`src/sv/fpa_pkg.sv`:
```
// Shared types, opcodes and constants for the Q16.16 fixed-point ALU.
package fpa_pkg;

    localparam int DATA_W  = 32;
    localparam int FRAC_W  = 16;
    localparam int DVD_W   = DATA_W + FRAC_W;
    localparam int STEPS   = DVD_W;
    localparam int Q_DEPTH = 4;
    localparam int Q_IDX_W = $clog2(Q_DEPTH);

    localparam logic [DATA_W-1:0] TRUE_WORD = 32'hFFFF_0000;

    typedef enum logic [4:0] {
        OP_ADD = 5'd0,  OP_SUB = 5'd1,  OP_MUL = 5'd2,  OP_DIV = 5'd3,
        OP_MOD = 5'd4,  OP_SHL = 5'd5,  OP_SHR = 5'd6,  OP_AND = 5'd7,
        OP_OR  = 5'd8,  OP_EQ  = 5'd9,  OP_NE  = 5'd10, OP_LT  = 5'd11,
        OP_LE  = 5'd12, OP_GT  = 5'd13, OP_GE  = 5'd14, OP_NEG = 5'd15,
        OP_NOT = 5'd16
    } op_t;

    // Where the back end takes the result from
    typedef enum logic [1:0] {
        KIND_DIRECT = 2'd0,
        KIND_MUL    = 2'd1,
        KIND_DIV    = 2'd2,
        KIND_MOD    = 2'd3
    } kind_t;

    // Compare code bits: less, equal, greater
    localparam logic [2:0] CMP_LT = 3'b001;
    localparam logic [2:0] CMP_EQ = 3'b010;
    localparam logic [2:0] CMP_GT = 3'b100;

    // Relational masks for eq, ne, lt, le, gt, ge
    localparam logic [2:0] REL_MASK [0:5] = '{3'd2, 3'd5, 3'd1, 3'd3, 3'd4, 3'd6};

    // One classified operation, as queued between front and back
    typedef struct packed {
        kind_t              kind;
        logic               status;
        logic [DATA_W-1:0]  value;   // direct result, or left factor
        logic [DATA_W-1:0]  dvs;     // divisor magnitude, or right factor
        logic [DVD_W-1:0]   dvd;     // dividend magnitude
        logic               qneg;    // negate the quotient
    } entry_t;

    typedef struct packed {
        logic full;
        logic empty;
    } q_stat_t;

endpackage

```
`src/sv/fpa_front.sv`:
```
// Front end: decodes an operation, computes the direct-result ops, preps multiply and divide operands.
module fpa_front
    import fpa_pkg::*;
(
    input  logic [4:0]        req_type,
    input  logic [DATA_W-1:0] operand_a,
    input  logic [DATA_W-1:0] operand_b,
    output entry_t            entry
);

    logic [15:0]       int_a;
    logic [15:0]       int_b;
    logic [15:0]       amt;
    logic [DATA_W-1:0] mag_a;
    logic [DATA_W-1:0] mag_b;
    logic [2:0]        cmp;
    logic [2:0]        rel_idx;

    assign int_a = operand_a[DATA_W-1:FRAC_W];
    assign int_b = operand_b[DATA_W-1:FRAC_W];
    assign amt   = int_b;
    assign mag_a = operand_a[DATA_W-1] ? (~operand_a + 1'b1) : operand_a;
    assign mag_b = operand_b[DATA_W-1] ? (~operand_b + 1'b1) : operand_b;
    assign rel_idx = 3'(req_type - 5'(OP_EQ));

    // Classify a signed compare as less, equal or greater
    always_comb begin
        if (operand_a == operand_b) begin
            cmp = CMP_EQ;
        end else if ($signed(operand_a) > $signed(operand_b)) begin
            cmp = CMP_GT;
        end else begin
            cmp = CMP_LT;
        end
    end

    // Decode and compute
    always_comb begin
        entry        = '0;
        entry.kind   = KIND_DIRECT;
        case (op_t'(req_type))
            OP_ADD: entry.value = operand_a + operand_b;
            OP_SUB: entry.value = operand_a - operand_b;
            OP_MUL: begin
                entry.kind  = KIND_MUL;
                entry.value = operand_a;
                entry.dvs   = operand_b;
            end
            OP_DIV: begin
                entry.kind   = KIND_DIV;
                entry.status = (operand_b == '0);
                entry.dvd    = {mag_a, {FRAC_W{1'b0}}};
                entry.dvs    = mag_b;
                entry.qneg   = operand_a[DATA_W-1] ^ operand_b[DATA_W-1];
            end
            OP_MOD: begin
                entry.kind   = KIND_MOD;
                entry.status = (int_b == '0);
                entry.dvd    = DVD_W'(int_a);
                entry.dvs    = DATA_W'(int_b);
            end
            OP_SHL: begin
                entry.value = (amt >= 16'd32) ? '0 : (operand_a << amt[4:0]);
            end
            OP_SHR: begin
                entry.value = (amt >= 16'd32) ? {DATA_W{operand_a[DATA_W-1]}}
                                              : DATA_W'($signed(operand_a) >>> amt[4:0]);
            end
            OP_AND: entry.value = {int_a & int_b, {FRAC_W{1'b0}}};
            OP_OR:  entry.value = {int_a | int_b, {FRAC_W{1'b0}}};
            OP_EQ, OP_NE, OP_LT, OP_LE, OP_GT, OP_GE: begin
                entry.value = ((cmp & REL_MASK[rel_idx]) != '0) ? TRUE_WORD : '0;
            end
            OP_NEG: entry.value = ~operand_a + 1'b1;
            OP_NOT: entry.value = (operand_a & TRUE_WORD) ^ TRUE_WORD;
            default: entry.value = '0;
        endcase
    end

endmodule

```
`config.mk`:
```
export PLATFORM = sky130hd
export DESIGN_NAME = fpa_front
export DESIGN_NICKNAME = d
export VERILOG_FILES = /design/src/sv/fpa_pkg.sv /design/src/sv/fpa_front.sv
export SDC_FILE = /design/constraint.sdc
export NUM_CORES = 1
export LEC_CHECK = 0
export BUFFER_PORTS_ARGS = -buffer_cell sky130_fd_sc_hd__clkbuf_2
export CAP_MARGIN = 20
export CELL_PAD_IN_SITES_DETAIL_PLACEMENT = 0
export CELL_PAD_IN_SITES_GLOBAL_PLACEMENT = 1
export CORE_ASPECT_RATIO = 0.75
export CORE_MARGIN = 2
export CORE_UTILIZATION = 44
export DETAILED_ROUTE_END_ITERATION = 8
export GPL_ROUTABILITY_DRIVEN = 0
export PLACE_DENSITY = 0.86
export SYNTH_ARGS = -nofsm -noshare
export SYNTH_HDL_FRONTEND = slang
export SYNTH_SLANG_ARGS = --single-unit
```
`constraint.sdc`:
```
create_clock -name vclk -period 10.45
set_input_delay 0.5225 -clock vclk [all_inputs]
set_output_delay 0.5225 -clock vclk [all_outputs]
set_load 0.02 [all_outputs]
```
== Word-level counts from Yosys, hierarchy flattened ==
Memory sizes are Yosys's and may differ from the RTL's.
Index checks and enable logic that the tools add are counted.

* Shift operators: 2
* Mux-type cells: 15
* Bitwise gates (word level): 8
* Eq/ne operators: 17
* Magnitude comparators: 3
* Add/sub/neg operators: 5
* Reduce and logical (&&, ||, !) cells: 5

{| class="wikitable"
|+ Operators by type and width
! kind !! count
|-
| one-hot mux 32 bit (10 select lines) || 1
|-
| 2-to-1 mux 32 bit || 5
|-
| one-hot mux 32 bit (3 select lines) || 1
|-
| one-hot mux 48 bit (2 select lines) || 1
|-
| adder 32 x 1 -> 32 bit, second input constant || 2
|-
| inverter 32 bit || 2
|-
| == test 5 x 4 -> 1 bit, second input constant || 8
|-
| adder 32 bit || 1
|-
| == test 32 bit || 1
|-
| > comparator 32 bit || 1
|-
| zero test 32 bit || 1
|-
| left shift 32 x 5 -> 32 bit || 1
|-
| >>> shifter 32 x 5 -> 32 bit || 1
|-
| subtractor 32 bit || 1
|-
| == test 5 x 3 -> 1 bit, second input constant || 4
|-
| AND 16 bit || 1
|-
| greater-or-equal comparator 16 x 6 -> 1 bit, second input constant || 1
|-
| zero test 16 bit || 1
|-
| inverter 16 bit || 1
|-
| OR 16 bit || 1
|-
| 2-to-1 mux 3 bit || 4
|-
| == test 5 x 2 -> 1 bit, second input constant || 2
|-
| one-hot mux 2 bit (3 select lines) || 1
|-
| OR reduction 6 bit || 1
|-
| 11 further kinds || 11
|}

* Memories kept: 1
* Word-level logic and storage cells: 56
* Bits in read-only memories: 24
* Register bits after elaboration: 0

{| class="wikitable"
|+ Memories
! memory !! words !! bits a word !! read ports !! clocked after memory_dff !! write ports !! RTL line !! RTL
|-
| (name not given) || 8 || 3 || 1 || 0 || 0 || fpa_front.sv:72 || <nowiki>entry.value = ((cmp & REL_MASK[rel_idx]) != '0) ? TRUE_WORD : '0;</nowiki>
|}

== Depth between registers and ports, before layout ==
Gate-level depths: netlist of run 1.

* Word-level depth: 9
* Gate-level depth with buffers: 17

== Worst setup path after synthesis of run 1 ==
OpenSTA, ideal clock, no wires.

* Path type: input-to-output
* From: in operand_b[18]
* To: out entry[112] (netlist bit)
* Path buffers: 4
* Data arrival time: 4.572 ns
* Slack: 5.355 ns
* Data required time: 9.927 ns
* Stages on the path: 16
* Path through: clkbuf_1 inv_1 clkbuf_1 clkbuf_1 clkbuf_1 ha_1 or2_2 a21o_1 o211a_1 a311oi_1 a21boi_0 o41ai_1 o21ai_0 nand4_1 mux2i_1 o2111ai_1

{| class="wikitable"
|+ RTL lines
! element !! RTL line !! RTL
|-
| start: declaration || fpa_front.sv:7 || <nowiki>input logic [DATA_W-1:0] operand_b,</nowiki>
|-
| end: declaration || fpa_front.sv:8 || <nowiki>output entry_t entry</nowiki>
|}

==> results.txt, run 1 <==
After routing the design area is 11250 um2. Setup violations remaining at the end of the flow were counted as 0. The post-route netlist has 16.59% of its cells at a drive strength greater than 1. The critical path arrival came out at 5.61 ns. The total negative slack was 0 ns; the number of global-route vias before repair was 12157. The startpoint identified for the worst hold timing path is req_type[4]. The routed design has 51480 um of wire.

Final-report hold violation count: 0. Summed over all instances, the cell type with the most area after synthesis is sky130_fd_sc_hd__ha_1. The logic depth of the worst setup path including buffers was 15. The kind of critical path was in -> out.

The number of synthesis warnings is 0, and the count of distinct cell types in the synthesized netlist is 74. Once placement finished, the instance area stood at 11250 um2. Global routing used 39.73% of the available tracks across all layers.

In this run the power spent charging and discharging nets is 0.3911 mW. The detailed-placement wirelength estimate is 39820 um. The sequential cell count was 0; the number of clock buffers in the layout was 0.

The routed design could run at a clock period as short as 6.137 ns. Counting both buffers and inverters, the worst setup path holds a total of 4. STA puts the critical path data required time at 9.93 ns.

The setup slack at placement came out at 4.566 ns. In this run, flip-flops and latches consume 0% of the power. Growth of design area from synthesis to finish: 8.968%. IR analysis of the VDD net gives a maximum drop of 0.00003084 V. Counting every net in the synthesized netlist gives 1820. In this design, the largest share of critical-path delay is due to compound AO/OA/AOI/OAI gates.

In this run switching power makes up 67.13% of total power. For the upper clock frequency limit, the log shows 162.9 MHz. After global routing the overflow that remains totals 0. The core region area came out at 23000 um2.

Detailed-route vias per instance: 7.067. Dividing the detail-routed wire length by the instance count gives 25.43 um. The critical path starts at operand_b[16].

The count of nets left with antenna violations once routing finished came out at 0. The floorplan step set the die width to 180.9 um. The power density over the cells works out to 51.79 nW/um2. Summed over all cells, the static leakage comes to 4.802 nW. The largest driver fanout on the critical path came out at 32. STA classifies the critical path endpoint as a primary output.

In this run the mean area of a mapped cell was 6.197 um2. The leading cell type in the layout, fill and taps excluded was sky130_fd_sc_hd__nor2_1. The internal power came out at 0.1915 mW. The starting density of the core was 44.89%; the fraction of power consumed by the clock network was 0%.

The flip-flop and latch area came out at 0 um2. The max-slew violation count was 0. By area the synthesized netlist is led by sky130_fd_sc_hd__ha_1, sky130_fd_sc_hd__nor2_1, sky130_fd_sc_hd__mux4_2, sky130_fd_sc_hd__a21oi_1, sky130_fd_sc_hd__o21ai_0. The tools report the register area share after synthesis as 0%. The instance count of the mapped netlist is 1666, and the number of buffers added for setup after CTS is 0. Across all hold checks on the routed design, the worst slack comes to 1.455 ns.

The initialized floorplan defines 48 standard-cell rows. The die covers 24720 um2. Across the run, the number of max-cap violations was 0.

The logs give 14303 for the overall via count from detail_route and 77 for the maximum number of pins on one net before global-route repair. The flow ran to the end, and the final reports show no timing, DRC or antenna violations. The number of optimization iterations in the first detailed-route pass was 6. The number of gates resized after CTS was 0.

For this run, design rule violations remaining after detail routing come to 0. The combinational fraction of design power is 100.0%, and the fraction of the cycle the final worst path needs is 58.73%. Headroom to the max-slew limit: 25.51%. The run gives 2659 as the DRC violation total after the first TritonRoute iteration. Setup slack on the critical path of the routed design comes to 4.313 ns.

In this run the count of I/O pins placed on the die edge is 185. In this run the biggest area consumer among cell types represents 10.06% of the synthesized area. Measured along the y axis, the die boundary spans 136.7 um. The transition time at the pin with the least slew margin came out at 1.103 ns. The worst hold path depth is 3. The signal on the critical path passes through buf_2 > buf_4 > clkinv_1 > ha_1 > or4_1 > nor3_1 > a22o_1 > a31o_2 > o311ai_4 > o21ai_2 > mux2_2 > o211ai_1 > o21bai_2 > nand4_1 > clkbuf_2. Leaving out fill and tap cells, the most frequent cells in the layout are sky130_fd_sc_hd__nor2_1, sky130_fd_sc_hd__clkbuf_2, sky130_fd_sc_hd__a21oi_1.

Setup repair after global routing left no endpoint under its margin. The first global-routing pass estimated 76670 um of wire. Sort of element at the start of the critical path: an input port. The final antenna diode count came out at 0. The count of hold buffers inserted by post-cts repair was 0.

The min-delay analysis places its worst path in the category in -> out. Buffers placed on the I/O ports in this run total 185. Largest stage delay on the critical path: 0.81 ns.

The slowest stage of the critical path is the sky130_fd_sc_hd__o21bai_2 cell. In this run the cell area of the synthesized design comes to 10320 um2. The run gives 2 as the number of antenna violations at the first check in global routing. The net count of the finished layout is 1880.
## area by class of cell
type                            instances  area [um2]
Timing Repair Buffer                  209        1109
Fill cell                            2427       11750
Tap cell                              300       375.4
Inverter                               80       300.3
Multi-Input combinational cell       1435        9467
## synth_stat cells (all sizes together), types with 23 or more instances
| library cell | n |
|---|---|
| mux2i | 34 |
| inv | 78 |
| buf | 29 |
| nor2 | 270 |
| mux4 | 39 |
| a221oi | 23 |
| o211ai | 31 |
| o21ai | 160 |
| clkbuf | 122 |
| or3 | 27 |
| nand2 | 154 |
| xnor2 | 36 |
| nand3 | 33 |
| nor3 | 55 |
| a21oi | 161 |
| ha | 83 |
## power by group through the flow
stage | Sequential [mW] | Combinational, mW | Clock, mW
2_1_floorplan | 0 | 0.380 | 0
3_3_place_gp | 0 | 0.552 | 0
3_5_place_dp | 0 | 0.553 | 0
4_1_cts | 0 | 0.557 | 0
5_1_grt | 0 | 0.615 | 0
6_report | 0 | 0.583 | 0
## per-stage QoR
stage	cells	util, %	power [mW]
finish	2024	48.91	0.5827
global route	2024	48.91	0.6154
CTS	2024	48.91	0.5565
detailed placement	2024	48.91	0.5532
global placement	2024	48.91	0.5517
floorplan	1666	-	0.3796
## logic make-up after synthesis
family	synth area share (%)
AO/OA/AOI/OAI	36.72
buffers and inverters	8.580
adder cells (fa/ha/maj)	10.45
XOR/XNOR	4.326
AND/OR/NAND/NOR	27.91
multiplexers	12.02
## tightest hold or removal path: stages
cell                       delay, ns
sky130_fd_sc_hd__clkbuf_2       0.18
sky130_fd_sc_hd__nor3_1         0.08
sky130_fd_sc_hd__clkbuf_2       0.15
## worst paths after layout
| check | slack, ns | end |
|---|---|---|
| max | 4.31 | entry[99] |
| min | 1.45 | entry[49] |
## per-layer routing
metal	vias to the layer above	part of all wire (%)	global-route usage [%]
li1	6233	-	-
met1	6487	39	57.25
met2	1404	38	55.13
met3	179	17	10.99
met4	0	5.1	15.86
met5	-	0	0
Note: power is estimated with default switching activity, not from simulation.
==> inputs of run 2 (changes only) <==
--- a/config.mk
+++ b/config.mk
@@ -11,10 +11,10 @@
 export CELL_PAD_IN_SITES_GLOBAL_PLACEMENT = 1
 export CORE_ASPECT_RATIO = 0.75
 export CORE_MARGIN = 2
-export CORE_UTILIZATION = 44
+export CORE_UTILIZATION = 41
 export DETAILED_ROUTE_END_ITERATION = 8
 export GPL_ROUTABILITY_DRIVEN = 0
-export PLACE_DENSITY = 0.86
+export PLACE_DENSITY = 0.81
 export SYNTH_ARGS = -nofsm -noshare
 export SYNTH_HDL_FRONTEND = slang
 export SYNTH_SLANG_ARGS = --single-unit
==> constraint.sdc (replaced) <==
create_clock -name vclk -period 5.77
set_input_delay 0.2885 -clock vclk [all_inputs]
set_output_delay 0.2885 -clock vclk [all_outputs]
set_load 0.02 [all_outputs]
==> results.txt, run 2 (same netlist as run 1, synthesis figures left out) <==
The run finished with clean final reports. The run gives 0 (unchanged) as the number of buffers added for setup after CTS. The tools report the sort of element at the start of the critical path as an input port. The remaining global-route overflow is 0 (unchanged), and the growth of design area from synthesis to finish is 9.889%.

The run gives 0 (unchanged) as the number of gates resized after CTS. The number of remaining DRC errors came out at 0 (unchanged). The core region area is 24840 um2 (+8.0%). The met2 track utilization from global routing was 55.21% (+0.081 points); the average wire length per cell after detail routing was 26.50 um (+4.2%). Walking the worst path, the cells encountered are buf_4 > inv_1 > ha_1 > inv_1 > a21o_1 > a31oi_1 > o41ai_1 > o311ai_4 > o21ai_2 > mux2_2 > o211ai_1 > o21bai_2 > nand4_1 > clkbuf_2. Upper clock frequency limit: 206.5 MHz. The maximum number of pins on one net before global-route repair was 73 (-5.2%). The logs give 39.44% (-0.29 points) for the total routing usage reported by global routing and 1884 (+0.21%) for the final net count. The die footprint is 26480 um2 (+7.1%). The number of optimization iterations in the first detailed-route pass was 7 (+1). The largest stage delay on the critical path was 0.81 ns (about the same).

The top cell types in the final layout, fill and taps aside, are sky130_fd_sc_hd__nor2_1, sky130_fd_sc_hd__clkbuf_2, sky130_fd_sc_hd__a21oi_1. The largest driver fanout on the critical path works out to 48 (+50%). The total power draw was 1.071 mW (+84%); the transition time at the pin with the least slew margin was 1.036 ns (-0.06721 ns). For the number of clock buffers in the layout, the log shows 0 (unchanged). Kind of path behind the tightest hold check: in -> out. After layout, the worst path uses 83.92% of the clock period. The global-route wire length before repair is 80620 um (+5.1%). The leading cell type in the layout, fill and taps excluded is sky130_fd_sc_hd__nor2_1. The total negative slack is 0 ns (unchanged), and the count of hold buffers inserted by post-cts repair is 0 (unchanged). The die height is 141.4 um (+3.5%).

The total I/O pin count is 185 (unchanged), and the final-report hold violation count is 0 (unchanged). The busiest layer in global routing is met2. For the starting density of the core, the log shows 41.57% (-3.3 points). The run gives 2738 (+13%) as the number of fillers in the final layout. The global-route track usage on met3 was 13.18% (+2.2 points). The run gives 9467 um2 (unchanged) as the combined area of the multi-input logic cells. The detailed-placement wirelength estimate is 41670 um (+4.7%), and the remaining antenna violation count after routing is 0 (unchanged).

Setup repair after global routing left no endpoint under its margin. For the overall via count from detail_route, the log shows 14555 (+1.8%). The tools report the met1 track demand over resource in global routing as 54.73% (-2.5 points).

The logs give 0 (unchanged) for the reported max-cap violation count and 0.00004595 V (+49%) for the maximum vdd drop. The logs give 5.48 ns (-4.45 ns) for the worst endpoint required time and 50 (+4.2%) for the number of placement rows. The share of final-layout standard cells stronger than drive strength 1 works out to 16.78% (+0.19 points). Sequential cell count: 0 (unchanged). The tools report the flip-flop and latch area as 0 um2 (unchanged).

The run gives 4.827 nW (+0.52%) as the leakage power summed over all cells. The power density over the cells works out to 94.43 nW/um2 (+82%). The final setup violation count was 0 (unchanged); the detailed-route vias per instance was 7.038 (-0.40%). The max-slew violation count is 0 (unchanged).

The kind of critical path is in -> out. The width of the die works out to 187.2 um (+3.5%). The number of global-route vias before repair was 12741 (+4.8%). The cell seen most often among critical-path stages is sky130_fd_sc_hd__inv_1. Cell type group with the largest total delay on the critical path: compound AO/OA/AOI/OAI gates.

Number of antenna violations at the first check in global routing: 2 (unchanged). The number of input and output port buffers inserted is 185 (unchanged). For the critical path arrival, the log shows 4.55 ns (-1.06 ns). The master of the slowest instance on the critical path was sky130_fd_sc_hd__o21bai_2. The run gives 30.87% (+5.4 points) as the headroom to the max-slew limit. STA classifies the critical path endpoint as a primary output.

The time the worst path needs with I/O delays and setup works out to 4.842 ns. The count of buffer and inverter cells on the critical path is 4 (unchanged). The DRC violation total after the first TritonRoute iteration is 2633 (-0.98%), and the detailed-route wire length is 54810 um (+6.5%).
run 2: cell type report:
type	instances	share of cell area (%)
Multi-Input combinational cell	1435	83.44
Timing Repair Buffer	213	10.15
Antenna cell	2	0.04411
Tap cell	338	3.727
Inverter	80	2.647
run 2: per-layer routing:
metal | up-vias | routed length [um]
li1 | 6255 | -
met1 | 6690 | 21230
met2 | 1381 | 20960
met3 | 227 | 9494
met4 | 2 | 3106
met5 | - | 13
run 2: report_power, final:
group	switching (mW)	internal, mW
registers	0	0
clock network	0	0.0000000124
logic	0.723	0.348
run 2: tightest hold or removal path: stages:
cell                       delay [ns]
sky130_fd_sc_hd__clkbuf_2        0.14
sky130_fd_sc_hd__nor3_1          0.06
sky130_fd_sc_hd__clkbuf_2        0.15
run 2: through the flow:
stage / setup slack (ns) / util [%] / cells / instance area [um2] / hold WS, ns
finish: 0.9276 / 45.68 / 2068 / 11350 / 0.9359
global route: 0.6898 / 45.66 / 2066 / 11340 / 0.9720
CTS: 1.068 / 45.66 / 2066 / 11340 / 0.9371
detailed placement: 1.074 / 45.66 / 2066 / 11340 / 0.9360
global placement: 1.137 / 45.58 / 2065 / 11320 / 0.9289
floorplan: 1.143 / - / 1666 / 10320 / 0.6601
run 2: worst paths after layout:
kind | start | end | depth (start not counted)
max | operand_b[17] | entry[99] | 14
min | req_type[4] | entry[49] | 3
