`config.mk`:
```
export PLATFORM = sky130hd
export DESIGN_NAME = fpa_queue
export DESIGN_NICKNAME = d
export VERILOG_FILES = /design/src/sv/fpa_pkg.sv /design/src/sv/fpa_queue.sv
export SDC_FILE = /design/constraint.sdc
export NUM_CORES = 1
export LEC_CHECK = 0
export BUFFER_PORTS_ARGS = -buffer_cell sky130_fd_sc_hd__buf_4
export CAP_MARGIN = 15
export CORE_MARGIN = 2
export CORE_UTILIZATION = 45
export DETAILED_ROUTE_END_ITERATION = 8
export GPL_ROUTABILITY_DRIVEN = 0
export GPL_TIMING_DRIVEN = 0
export PLACE_DENSITY = 0.7
export SLEW_MARGIN = 30
export SYNTH_ARGS = -nofsm -noshare
export SYNTH_HDL_FRONTEND = slang
export SYNTH_SLANG_ARGS = --single-unit
```
`constraint.sdc`:
```
create_clock -name aclk -period 8.33 [get_ports aclk]
set_input_delay 1.666 -clock aclk [delete_from_list [all_inputs] [get_ports aclk]]
set_output_delay 1.666 -clock aclk [all_outputs]
set_load 0.05 [all_outputs]
```
`src/sv/fpa_pkg.sv`:
```
// Shared types, opcodes and constants for the Q16.16 fixed-point ALU.
package fpa_pkg;

    localparam int DATA_W  = 32;
    localparam int FRAC_W  = 16;
    localparam int DVD_W   = DATA_W + FRAC_W;
    localparam int STEPS   = DVD_W;
    localparam int Q_DEPTH = 4;
    localparam int Q_IDX_W = $clog2(Q_DEPTH);

    localparam logic [DATA_W-1:0] TRUE_WORD = 32'hFFFF_0000;

    typedef enum logic [4:0] {
        OP_ADD = 5'd0,  OP_SUB = 5'd1,  OP_MUL = 5'd2,  OP_DIV = 5'd3,
        OP_MOD = 5'd4,  OP_SHL = 5'd5,  OP_SHR = 5'd6,  OP_AND = 5'd7,
        OP_OR  = 5'd8,  OP_EQ  = 5'd9,  OP_NE  = 5'd10, OP_LT  = 5'd11,
        OP_LE  = 5'd12, OP_GT  = 5'd13, OP_GE  = 5'd14, OP_NEG = 5'd15,
        OP_NOT = 5'd16
    } op_t;

    // Where the back end takes the result from
    typedef enum logic [1:0] {
        KIND_DIRECT = 2'd0,
        KIND_MUL    = 2'd1,
        KIND_DIV    = 2'd2,
        KIND_MOD    = 2'd3
    } kind_t;

    // Compare code bits: less, equal, greater
    localparam logic [2:0] CMP_LT = 3'b001;
    localparam logic [2:0] CMP_EQ = 3'b010;
    localparam logic [2:0] CMP_GT = 3'b100;

    // Relational masks for eq, ne, lt, le, gt, ge
    localparam logic [2:0] REL_MASK [0:5] = '{3'd2, 3'd5, 3'd1, 3'd3, 3'd4, 3'd6};

    // One classified operation, as queued between front and back
    typedef struct packed {
        kind_t              kind;
        logic               status;
        logic [DATA_W-1:0]  value;   // direct result, or left factor
        logic [DATA_W-1:0]  dvs;     // divisor magnitude, or right factor
        logic [DVD_W-1:0]   dvd;     // dividend magnitude
        logic               qneg;    // negate the quotient
    } entry_t;

    typedef struct packed {
        logic full;
        logic empty;
    } q_stat_t;

endpackage

```
`src/sv/fpa_queue.sv`:
```
// Short queue that decouples the front end from the back-end pipeline.
module fpa_queue
    import fpa_pkg::*;
(
    input  logic    aclk,
    input  logic    aresetn,
    input  logic    push,
    input  entry_t  push_data,
    input  logic    pop,
    output entry_t  head,
    output q_stat_t stat
);

    entry_t               mem_reg [0:Q_DEPTH-1];
    logic [Q_IDX_W-1:0]   wr_reg, wr_next;
    logic [Q_IDX_W-1:0]   rd_reg, rd_next;
    logic [Q_IDX_W:0]     cnt_reg, cnt_next;

    assign stat.full  = (cnt_reg == (Q_IDX_W+1)'(Q_DEPTH));
    assign stat.empty = (cnt_reg == '0);
    assign head       = mem_reg[rd_reg];

    // Advance pointers and count
    always_comb begin
        wr_next  = push ? wr_reg + 1'b1 : wr_reg;
        rd_next  = pop  ? rd_reg + 1'b1 : rd_reg;
        cnt_next = cnt_reg + (Q_IDX_W+1)'(push) - (Q_IDX_W+1)'(pop);
    end

    always_ff @(posedge aclk) begin
        if (!aresetn) begin
            wr_reg  <= '0;
            rd_reg  <= '0;
            cnt_reg <= '0;
        end else begin
            wr_reg  <= wr_next;
            rd_reg  <= rd_next;
            cnt_reg <= cnt_next;
        end
    end

    // Store the incoming entry
    always_ff @(posedge aclk) begin
        if (push) begin
            mem_reg[wr_reg] <= push_data;
        end
    end

endmodule

```
=== Word-level counts from Yosys, hierarchy flattened ===
Memory sizes are Yosys's and may differ from the RTL's. A register that Yosys moved wholly into a read port is not among the register bits.
Cells that the tools add are included.

* Register bits after elaboration: 7
* Bits in writable memories: 464
* Input port bits: 120
* Output and inout port bits: 118
* Logic and storage cells: 14
* Memories: 1

* Add/subtract/negate cells: 4
* Equal/unequal tests: 1
* Multiplexer cells: 4
* Reduce and logical (&&, ||, !) cells: 1

{| class="wikitable"
|+ Memories
! memory !! depth !! width !! read ports !! clocked after memory_dff !! write ports !! RTL line !! source
|-
| mem_reg || 4 || 116 || 1 || 1 || 1 || fpa_queue.sv:14 || <nowiki>entry_t mem_reg [0:Q_DEPTH-1];</nowiki>
|}

{| class="wikitable"
|+ Operators by type and width
! cell !! count
|-
| $add 2x1->2 const B || 2
|-
| $mux 2 || 2
|-
| $add 3x1->3 || 1
|-
| $eq 3x3->1 const B || 1
|-
| $logic_not 3->1 || 1
|-
| $sub 3x1->3 || 1
|-
| $mux 1 || 2
|}

=== Logic depth before layout (Yosys ltp) ===
Gate-level depths: netlist of run 1.

* Depth after elaboration: 3
* Gate-level depth with buffers: 7

=== Worst setup path after synthesis of run 1 ===
Ideal clock, no wire load.

* Path type: in2reg
* From: input port push
* To: memory mem_reg[0][0] (netlist name) (enable)
* Library setup time: 0.488 ns
* Arrival time: 4.331 ns
* Data required time: 7.842 ns
* Path slack: 3.510 ns
* Stages: 1
* Path buffers: 0
* Path through: and2_1

* Longest elaborated chain between the ends: 2

{| class="wikitable"
|+ RTL lines
! element !! RTL line !! source
|-
| start: declaration || fpa_queue.sv:7 || <nowiki>input logic push,</nowiki>
|-
| $mux 1 || fpa_queue.sv:44 || <nowiki>if (push) begin</nowiki>
|-
| $mux 1 (not written as such) || fpa_queue.sv:45 || <nowiki>mem_reg[wr_reg] <= push_data;</nowiki>
|-
| end: declaration || fpa_queue.sv:14 ||
|}

Every way passes these cells.

==> results of run 1 <==
[layout by cell type, fill, tap and decap left out, drive strengths merged, types with 2 or more instances in the layout]
cell,count
edfxtp,464
mux4,116
buf,268
bufinv,2
ha,6
and2,6
dfxtp,9
inv,8
xnor2,2
clkinv,19
nor2,5
clkbuf,75
[metal layers]
| metal | up-vias | track usage |
|---|---|---|
| met1 | 3984 | 0.215 |
| met2 | 257 | 0.269 |
| met3 | 64 | 0.0570 |
| li1 | 3400 | - |
| met4 | 6 | 0.0509 |
| met5 | - | 0 |
[power by group]
group / internal (uW) / switching, uW / leakage, uW
logic: 307 / 543 / 0.00214
registers: 2740 / 24.6 / 0.00434
clock network: 1210 / 851 / 0.000746
[area by class of cell]
type | count | area (um^2) | share of cell area
clock buffer | 68 | 1370 | 0.0641
buffer | 26 | 159 | 0.00744
tap | 511 | 639 | 0.0299
timing repair buffer | 249 | 2030 | 0.0952
clock inverter | 22 | 156 | 0.00732
multi-input combinational | 143 | 2860 | 0.134
sequential | 473 | 14100 | 0.661
antenna | 1 | 2.50 | 0.000117
inverter | 7 | 26.3 | 0.00123
[stage by stage]
step	util	instance area (um^2)	cells	power (uW)
after CTS	0.568	21400	1499	5750
after global placement	0.521	19600	1397	3670
after floorplan	-	17100	649	3380
after global routing	0.568	21400	1499	5880
after detailed placement	0.528	19800	1409	3680
final	0.568	21400	1500	5670
[worst paths after layout]
check,from,to,slack (ps),cells past startpoint
hold reg to reg,rd_reg[1]$_SDFFE_PN0P_,rd_reg[1]$_SDFFE_PN0P_,560,2
setup / recovery,flop,head[83],4280,5
setup reg to reg,wr_reg[0]$_SDFFE_PN0P_,mem_reg[2][82]$_DFFE_PP_,6390,5
hold / removal,rd_reg[1]$_SDFFE_PN0P_,rd_reg[1]$_SDFFE_PN0P_,560,2
[critical path, stage by stage (launching register included)]
cell	delay, ps
dfxtp_1	300
buf_2	250
buf_2	350
buf_2	330
mux4_2	370
buf_4	210
[logic make-up (layout without fill, tap and decap cells)]
| kind of cell | Yosys count | after routing | synth area share |
|---|---|---|---|
| flip-flops | 473 | 473 | 0.823 |
| multiplexers | 117 | 117 | 0.153 |
| buffers and inverters | 33 | 372 | 0.0108 |
| AND/OR/NAND/NOR | 14 | 14 | 0.00438 |
| adder cells (fa/ha/maj) | 7 | 7 | 0.00555 |
| XOR/XNOR | 3 | 3 | 0.00241 |
| AO/OA/AOI/OAI | 2 | 2 | 0.000875 |
| other | 0 | 1 | 0 |
==> impl_metrics.ini, run 1 <==
[worst_setup_path]
worst-endpoint-required_ps = 6660
cp.arrival_ps = 2390
worstSetupPathType = reg2out
critical_path.endpoint_type = primary output
crit_path_start_kind = flop
timing.critical_path.fanout_max = 10

[yosys]
netlist_top_cells_area = edfxtp_1, mux4_2, dfxtp_1, ha_1, buf_6
synth.net_count = 776
synth_sequential_area_ratio = 0.823
post-synth-top-area-fraction = 0.813
synth_cell_type_count = 19
synth_enable_flop_cells = 464
netlist_instances = 649
mapped_avg_cell_area_um2 = 26.4
share_of_async_settable_or_async_resettable_flops_after_synthesis = 0
synth_seq_cells = 473
ys_dominant_reg_cell = edfxtp_1
syn_area_um2 = 17100
synth_most_common_cell = edfxtp_1
yosysTopAreaCell = edfxtp_1
commonest_cells_in_the_netlist = edfxtp_1, mux4_2, buf_2
synthesis.yosys.warnings = 0

[global_route]
gr-usage-all-layers = 0.167
grt_pass1_wl_um = 48500
first_global_vias = 8240
total_global_routing_overflow = 0
antenna_found_initial = 4
maximum_number_of_pins_on_one_net_before_global_route_repair = 40

[die]
start_util = 0.456
top_level_i_o_count = 238
die_height_um = 199
die_w_um = 199
total_die_area_um2 = 39700
rows = 71
area_inside_the_core_boundary_um2 = 37600

[placement]
place_worst_setup_slack_ps = 4790
port_bufs = 237
hpwlAfterDp_um = 20300

[clock_network]
cts-root-to-sink-buffers = 3
clock_root_buffer = clkbuf_16
post_cts.repair.setup_buffers = 0
cts_tree = built
numCtsBuffers = 49
cts-htree-levels = 2
cts_hold_repair.buffers = 0
ctsResizeCount = 0
cts.clk_slew.worst_paths_ps = 60
clock_insertion_delay_worst_skew_ps = 570
numClockSinks = 473

[timing]
postLayoutSetupSlackWorst_ps = 4280
tns_ps = 0
worstMarginPinSlew_ps = 670
rsz_0062_raised_after_global_routing = false
final_max_tran_viols = 0
final-setup-viol-count = 0
worst_clock_skew_ps = 14.1
final.period_utilization = 0.486
hold_violations = 0
maxSlewHeadroom = 0.553
fin_hold_ws_ps = 557
finalWorstPathRequiredPeriod_ps = 4050
fmaxAchievable_ghz = 0.247

[min_path]
holdCritPathClass = reg2reg

[finish]
finalNetCount = 1076
drive_above_1_share = 0.459
area_delta_synth_final_pct = 24.6
fillers = 2760
flip_flop_count_of_the_largest_register_all_copies_and_words_added = 464

[drt]
detail_route.iter0.violations = 407
route.final.wire_length_um = 32400
drt_pre_antenna_iters = 4
detail_route.wl_per_cell_um = 21.6
met3_length_um = 2900
wl_met2_um = 15700
detail-route-antenna-nets = 0
topRoutingLayerUsed = met5
remaining_drc_errors = 0
met1_wire_length_um = 13000
routed-via-count = 7711
post_drt_via_cell_ratio = 5.14

[run]
timing.max_cap.violations = 0

[power_and_ir_drop]
maximum_resistive_drop_on_vdd_v = 0.000176
power.density_nw_per_um2 = 265
p_leak_uw = 0.00722

[run_status]
outcome = finished clean
(Power assumes the default switching activity.)
==> inputs of run 2 (changes only) <==
==> constraint.sdc (replaced) <==
create_clock -name aclk -period 3.9 [get_ports aclk]
set_input_delay 0.78 -clock aclk [delete_from_list [all_inputs] [get_ports aclk]]
set_output_delay 0.78 -clock aclk [all_outputs]
set_load 0.05 [all_outputs]
==> run 2 against run 1 <==
  * Die area unchanged
  * Wire length down 1.1%
  * Critical path type unchanged
  * Register-to-register slack worse by 4400 ps
  * Worst hold slack worse by 140 ps
  * Clock skew about the same
  * Non-clock buffer count unchanged
  * Sequential share of layout area up 0.13 points
  * Total power up 110%
  * First-iteration DRC count down 17%
  * Cell area down 0.20%
  * Clock power up 110%
  * Largest power group unchanged
  * Global-route usage down 0.45 points
==> impl_metrics.ini, run 2 (synthesis results as in run 1) <==
[finish]
flip_flop_count_of_the_largest_register_all_copies_and_words_added = 464
finish.utilization = 0.567
area_delta_synth_final_pct = 24.3
most_frequent_cells_in_the_layout = edfxtp_1, buf_4, mux4_2
drive_above_1_share = 0.460
fillers = 2726
final_common_cell = edfxtp_1
finalNetCount = 1074

[power_and_ir_drop]
p_leak_uw = 0.00720
p_int_uw = 9080
p_comb_frac = 0.150
net_sw_power_uw = 2970
p_total_uw = 12100
maximum_resistive_drop_on_vdd_v = 0.000367
power.density_nw_per_um2 = 565
power_frac_clock = 0.360
seq_power_share = 0.489
power.switching_fraction = 0.246

[timing]
final-setup-viol-count = 0
final_max_tran_viols = 0
postLayoutSetupSlackWorst_ps = 676
rsz_0062_raised_after_global_routing = false
worstMarginPinSlew_ps = 674
final.period_utilization = 0.827
hold_violations = 0
fin_hold_ws_ps = 414
fmaxAchievable_ghz = 0.310
finalWorstPathRequiredPeriod_ps = 3220
maxSlewHeadroom = 0.551
worst_clock_skew_ps = 14.1

[die]
start_util = 0.456
rows = 71
top_level_i_o_count = 238
die_w_um = 199
area_inside_the_core_boundary_um2 = 37600
total_die_area_um2 = 39700
die_height_um = 199

[clock_network]
cts-htree-levels = 2
clock_root_buffer = clkbuf_16
cts_hold_repair.buffers = 0
clock_insertion_delay_worst_skew_ps = 560
numCtsBuffers = 47
cts-root-to-sink-buffers = 3
cts_tree = built
post_cts.repair.setup_buffers = 0
cts.clk_slew.worst_paths_ps = 60
numClockSinks = 473
ctsResizeCount = 0

[worst_setup_path]
timing.critical_path.max_delay_family = buffers and inverters
critical_path.cell_chain = buf_2 -> buf_2 -> buf_2 -> mux4_2 -> buf_4
critical_path_cell_count = 5
crit_path_largest_cell_delay_ps = 360
r2r_slack_ps = 1980
ff2ff_path_depth = 5
worst-endpoint-required_ps = 3120
cp.arrival_ps = 2440
worst-path-buf-inv = 4
critical_path.slowest_cell = mux4_2
critical_path.endpoint_type = primary output
critical_path.most_common_cell = buf_2
timing.critical_path.fanout_max = 10
crit_path_start_kind = flop
worstSetupPathType = reg2out

[drt]
detail_route.iter0.violations = 337
remaining_drc_errors = 0
drt_pre_antenna_iters = 5
detail_route.wl_per_cell_um = 21.5
detail-route-antenna-nets = 0
routed-via-count = 7646
post_drt_via_cell_ratio = 5.12
route.final.wire_length_um = 32100

[run_status]
outcome = finished clean

[global_route]
gr-usage-all-layers = 0.162
antenna_found_initial = 2
maximum_number_of_pins_on_one_net_before_global_route_repair = 39
total_global_routing_overflow = 0
first_global_vias = 8239
grt_pass1_wl_um = 47700

[placement]
place_worst_setup_slack_ps = 1220
port_bufs = 237
hpwlAfterDp_um = 20300

[min_path]
min_delay_path_depth = 1
holdCritPathClass = in2reg

[run]
timing.max_cap.violations = 0
run 2: metal layers:
metal | up-vias | global-route usage | part of all wire
met5 | - | 0 | 0
met2 | 195 | 0.266 | 0.50
met4 | 0 | 0.0616 | 0.024
met3 | 49 | 0.0441 | 0.065
met1 | 4005 | 0.208 | 0.41
li1 | 3397 | - | -
run 2: final cells by class:
cell class,instances,area (um^2),share of cell area
Antenna cell,1,2.50,0.000117
Buffer,26,159,0.00745
Clock buffer,63,1300,0.0609
Clock inverter,20,193,0.00904
Inverter,7,26.3,0.00123
Multi-Input combinational cell,143,2860,0.134
Sequential cell,473,14100,0.662
Tap cell,511,639,0.0300
Timing Repair Buffer,249,2030,0.0951
run 2: worst paths after layout:
check                                            start                       end
worst max register to register  wr_reg[0]$_SDFFE_PN0P_  mem_reg[2][97]$_DFFE_PP_
worst max-delay path                              flop                  head[77]
worst min-delay path                     push_data[18]  mem_reg[2][18]$_DFFE_PP_
worst min register to register  rd_reg[1]$_SDFFE_PN0P_    rd_reg[1]$_SDFFE_PN0P_
run 2: power groups by stage:
stage | combinational, uW | clock (uW) | sequential (uW)
after floorplan | 1210 | 0 | 6000
after global placement | 1790 | 0 | 6020
after detailed placement | 1840 | 0 | 6000
after CTS | 1850 | 4470 | 5900
after global routing | 1910 | 4650 | 5910
final | 1810 | 4340 | 5900
run 2: stage by stage:
step | instances | TNS [ps] | instance area (um^2)
floorplan | 649 | 0 | 17200
global placement | 1397 | -32280 | 19600
detailed placement | 1409 | 0 | 19800
CTS | 1492 | 0 | 21300
global route | 1493 | 0 | 21300
finish | 1493 | 0 | 21300
==> inputs of run 3 (changes only) <==
--- a/config.mk
+++ b/config.mk
@@ -5,6 +5,7 @@
 export SDC_FILE = /design/constraint.sdc
 export NUM_CORES = 1
 export LEC_CHECK = 0
+export ABC_AREA = 1
 export BUFFER_PORTS_ARGS = -buffer_cell sky130_fd_sc_hd__buf_4
 export CAP_MARGIN = 15
 export CORE_MARGIN = 2
@@ -12,7 +13,7 @@
 export DETAILED_ROUTE_END_ITERATION = 8
 export GPL_ROUTABILITY_DRIVEN = 0
 export GPL_TIMING_DRIVEN = 0
-export PLACE_DENSITY = 0.7
+export PLACE_DENSITY = 0.72
 export SLEW_MARGIN = 30
 export SYNTH_ARGS = -nofsm -noshare
 export SYNTH_HDL_FRONTEND = slang
==> constraint.sdc (replaced) <==
create_clock -name aclk -period 2.72 [get_ports aclk]
set_input_delay 0.544 -clock aclk [delete_from_list [all_inputs] [get_ports aclk]]
set_output_delay 0.544 -clock aclk [all_outputs]
set_load 0.05 [all_outputs]
==> run 3 against run 2 <==
  * Critical path depth up 1
  * Total power up 44%
  * Flip-flop and latch count unchanged
  * Cell area up 8.7%
  * Sequential share of layout area down 5.3 points
  * Register-to-register slack worse by 1500 ps
  * Highest routed layer is now met5
  * Combinational power up 53%
  * Clock skew down 1.7 ps
  * Utilization down 0.25 points
  * Synthesized cell count up 120%
  * Setup slack worse by 550 ps
  * Global-route usage up 4.2 points
==> impl_metrics.ini, run 3 <==
[global_route]
maximum_number_of_pins_on_one_net_before_global_route_repair = 26
gr-usage-all-layers = 0.204
first_global_vias = 11600
total_global_routing_overflow = 0
antenna_found_initial = 3
grt_pass1_wl_um = 67100

[timing]
worst_clock_skew_ps = 12.5
fmaxAchievable_ghz = 0.385
maxSlewHeadroom = 0.618
rsz_0062_raised_after_global_routing = false
final.period_utilization = 0.955
final-setup-viol-count = 0
worstMarginPinSlew_ps = 573
final_max_tran_viols = 0
hold_violations = 0
fin_hold_ws_ps = 171
finalWorstPathRequiredPeriod_ps = 2600

[finish]
most_frequent_cells_in_the_layout = edfxtp_1, buf_4, inv_1
finalNetCount = 1843
area_delta_synth_final_pct = 23.5
final-instance-count-excl-fill = 2284
final_common_cell = edfxtp_1
drive_above_1_share = 0.235
flip_flop_count_of_the_largest_register_all_copies_and_words_added = 464
finish.utilization = 0.565

[clock_network]
cts-htree-levels = 2
numCtsBuffers = 48
clock_root_buffer = clkbuf_16
ctsResizeCount = 1
cts.clk_slew.worst_paths_ps = 60
post_cts.repair.setup_buffers = 0
numClockSinks = 473
clock_insertion_delay_worst_skew_ps = 570
cts-root-to-sink-buffers = 3
cts_tree = built
cts_hold_repair.buffers = 0

[die]
area_inside_the_core_boundary_um2 = 41000
total_die_area_um2 = 43300
die_w_um = 208
start_util = 0.457
die_height_um = 208
rows = 74
top_level_i_o_count = 238

[yosys]
syn_area_um2 = 18800
mapped_avg_cell_area_um2 = 13.3
synth_seq_cells = 473
synthesis.yosys.warnings = 0
ys_dominant_reg_cell = edfxtp_1
netlist_top_cells_area = edfxtp_1, inv_1, nand2_1, o211ai_1, a21oi_1
synth.net_count = 1536
synth_most_common_cell = edfxtp_1
synth_sequential_area_ratio = 0.752
share_of_async_settable_or_async_resettable_flops_after_synthesis = 0
netlist_instances = 1409
synth_enable_flop_cells = 464
yosysTopAreaCell = edfxtp_1
synth_cell_type_count = 18
post-synth-top-area-fraction = 0.743
commonest_cells_in_the_netlist = edfxtp_1, inv_1, nand2_1

[placement]
place_inst = 2198
hpwlAfterDp_um = 28600
port_bufs = 237

[min_path]
holdCritPathClass = in2reg
min_delay_path_depth = 1
hold_path.startpoint = push_data[111]

[drt]
detail_route.wl_per_cell_um = 19.6
detail_route.iter0.violations = 934
routed-via-count = 11700
detail-route-antenna-nets = 0
remaining_drc_errors = 0
route.final.wire_length_um = 44800
drt_pre_antenna_iters = 5
post_drt_via_cell_ratio = 5.11

[run_status]
outcome = finished clean

[worst_setup_path]
ff2ff_path_depth = 8
critical_path.endpoint_type = primary output
worstReg2RegStart = wr_reg[0]$_SDFFE_PN0P_
timing.critical_path.fanout_max = 10
worstSetupPathType = reg2out
worst-endpoint-required_ps = 2180
cp.arrival_ps = 2050
crit_path_start_kind = flop

[power_and_ir_drop]
power.density_nw_per_um2 = 751
maximum_resistive_drop_on_vdd_v = 0.000608
p_leak_uw = 0.00910

[run]
timing.max_cap.violations = 0
==> run 3: cell count changes after synthesis, moves of 24 or more <==
cell | before | now
mux4_2 | 116 | 0
a21oi_1 | 1 | 120
inv_1 | 7 | 247
buf_6 | 6 | 30
o21ai_1 | 0 | 111
o211ai_1 | 0 | 116
nand2_1 | 0 | 242
==> run 3: per-stage QoR <==
step / area (um^2) / setup TNS (ps) / setup slack, ps / total power (uW)
2_1_floorplan: 18800 / -1450 / -6.27 / 10300
3_3_place_gp: 21200 / -770230 / -1710 / 11300
3_5_place_dp: 21700 / 0 / 403 / 11400
4_1_cts: 23100 / 0 / 29.1 / 17600
5_1_grt: 23200 / 0 / 15.3 / 18000
6_report: 23200 / 0 / 123 / 17400
==> run 3: logic make-up (layout without fill, tap and decap cells) <==
group,count (synthesis),count (layout),synth area share
compound gates,358,358,0.111
simple gates,246,246,0.0494
buf+inv,325,667,0.0818
fa+ha+maj,7,7,0.00507
other cells,0,1,0
flops,473,473,0.752
==> run 3: layer usage <==
metal	GRT usage	wire length [um]
met4	0.0742	1290
met5	0	23
met2	0.338	21900
met1	0.267	18500
met3	0.0433	3100
==> run 3: final timing paths <==
path | end | slack (ps)
worst max-delay path | head[9] | 120
worst min register to register | flop | 490
worst max register to register | mem_reg[2][68]$_DFFE_PP_ | 510
worst min-delay path | mem_reg[3][111]$_DFFE_PP_ | 170
==> run 3: power by group <==
group | internal [uW] | switching [uW]
Sequential | 8340 | 77.1
Combinational | 838 | 1930
Clock | 3540 | 2670
==> run 3: critical path, stage by stage, from the launching register on <==
cell,delay [ps]
dfxtp_1,320
buf_4,180
buf_6,210
buf_2,280
o211ai_1,130
nand2_1,140
buf_4,210
==> run 3: final cells by class <==
cell class	instances	area (um^2)
fillers	3247	17800
repair buffers	257	2220
clock buffers	59	1280
well taps	532	666
clock inverters	26	183
plain buffers	78	637
diodes	1	2.50
multi-input cells	611	3120
inverters	247	942
flip-flops and latches	473	14100
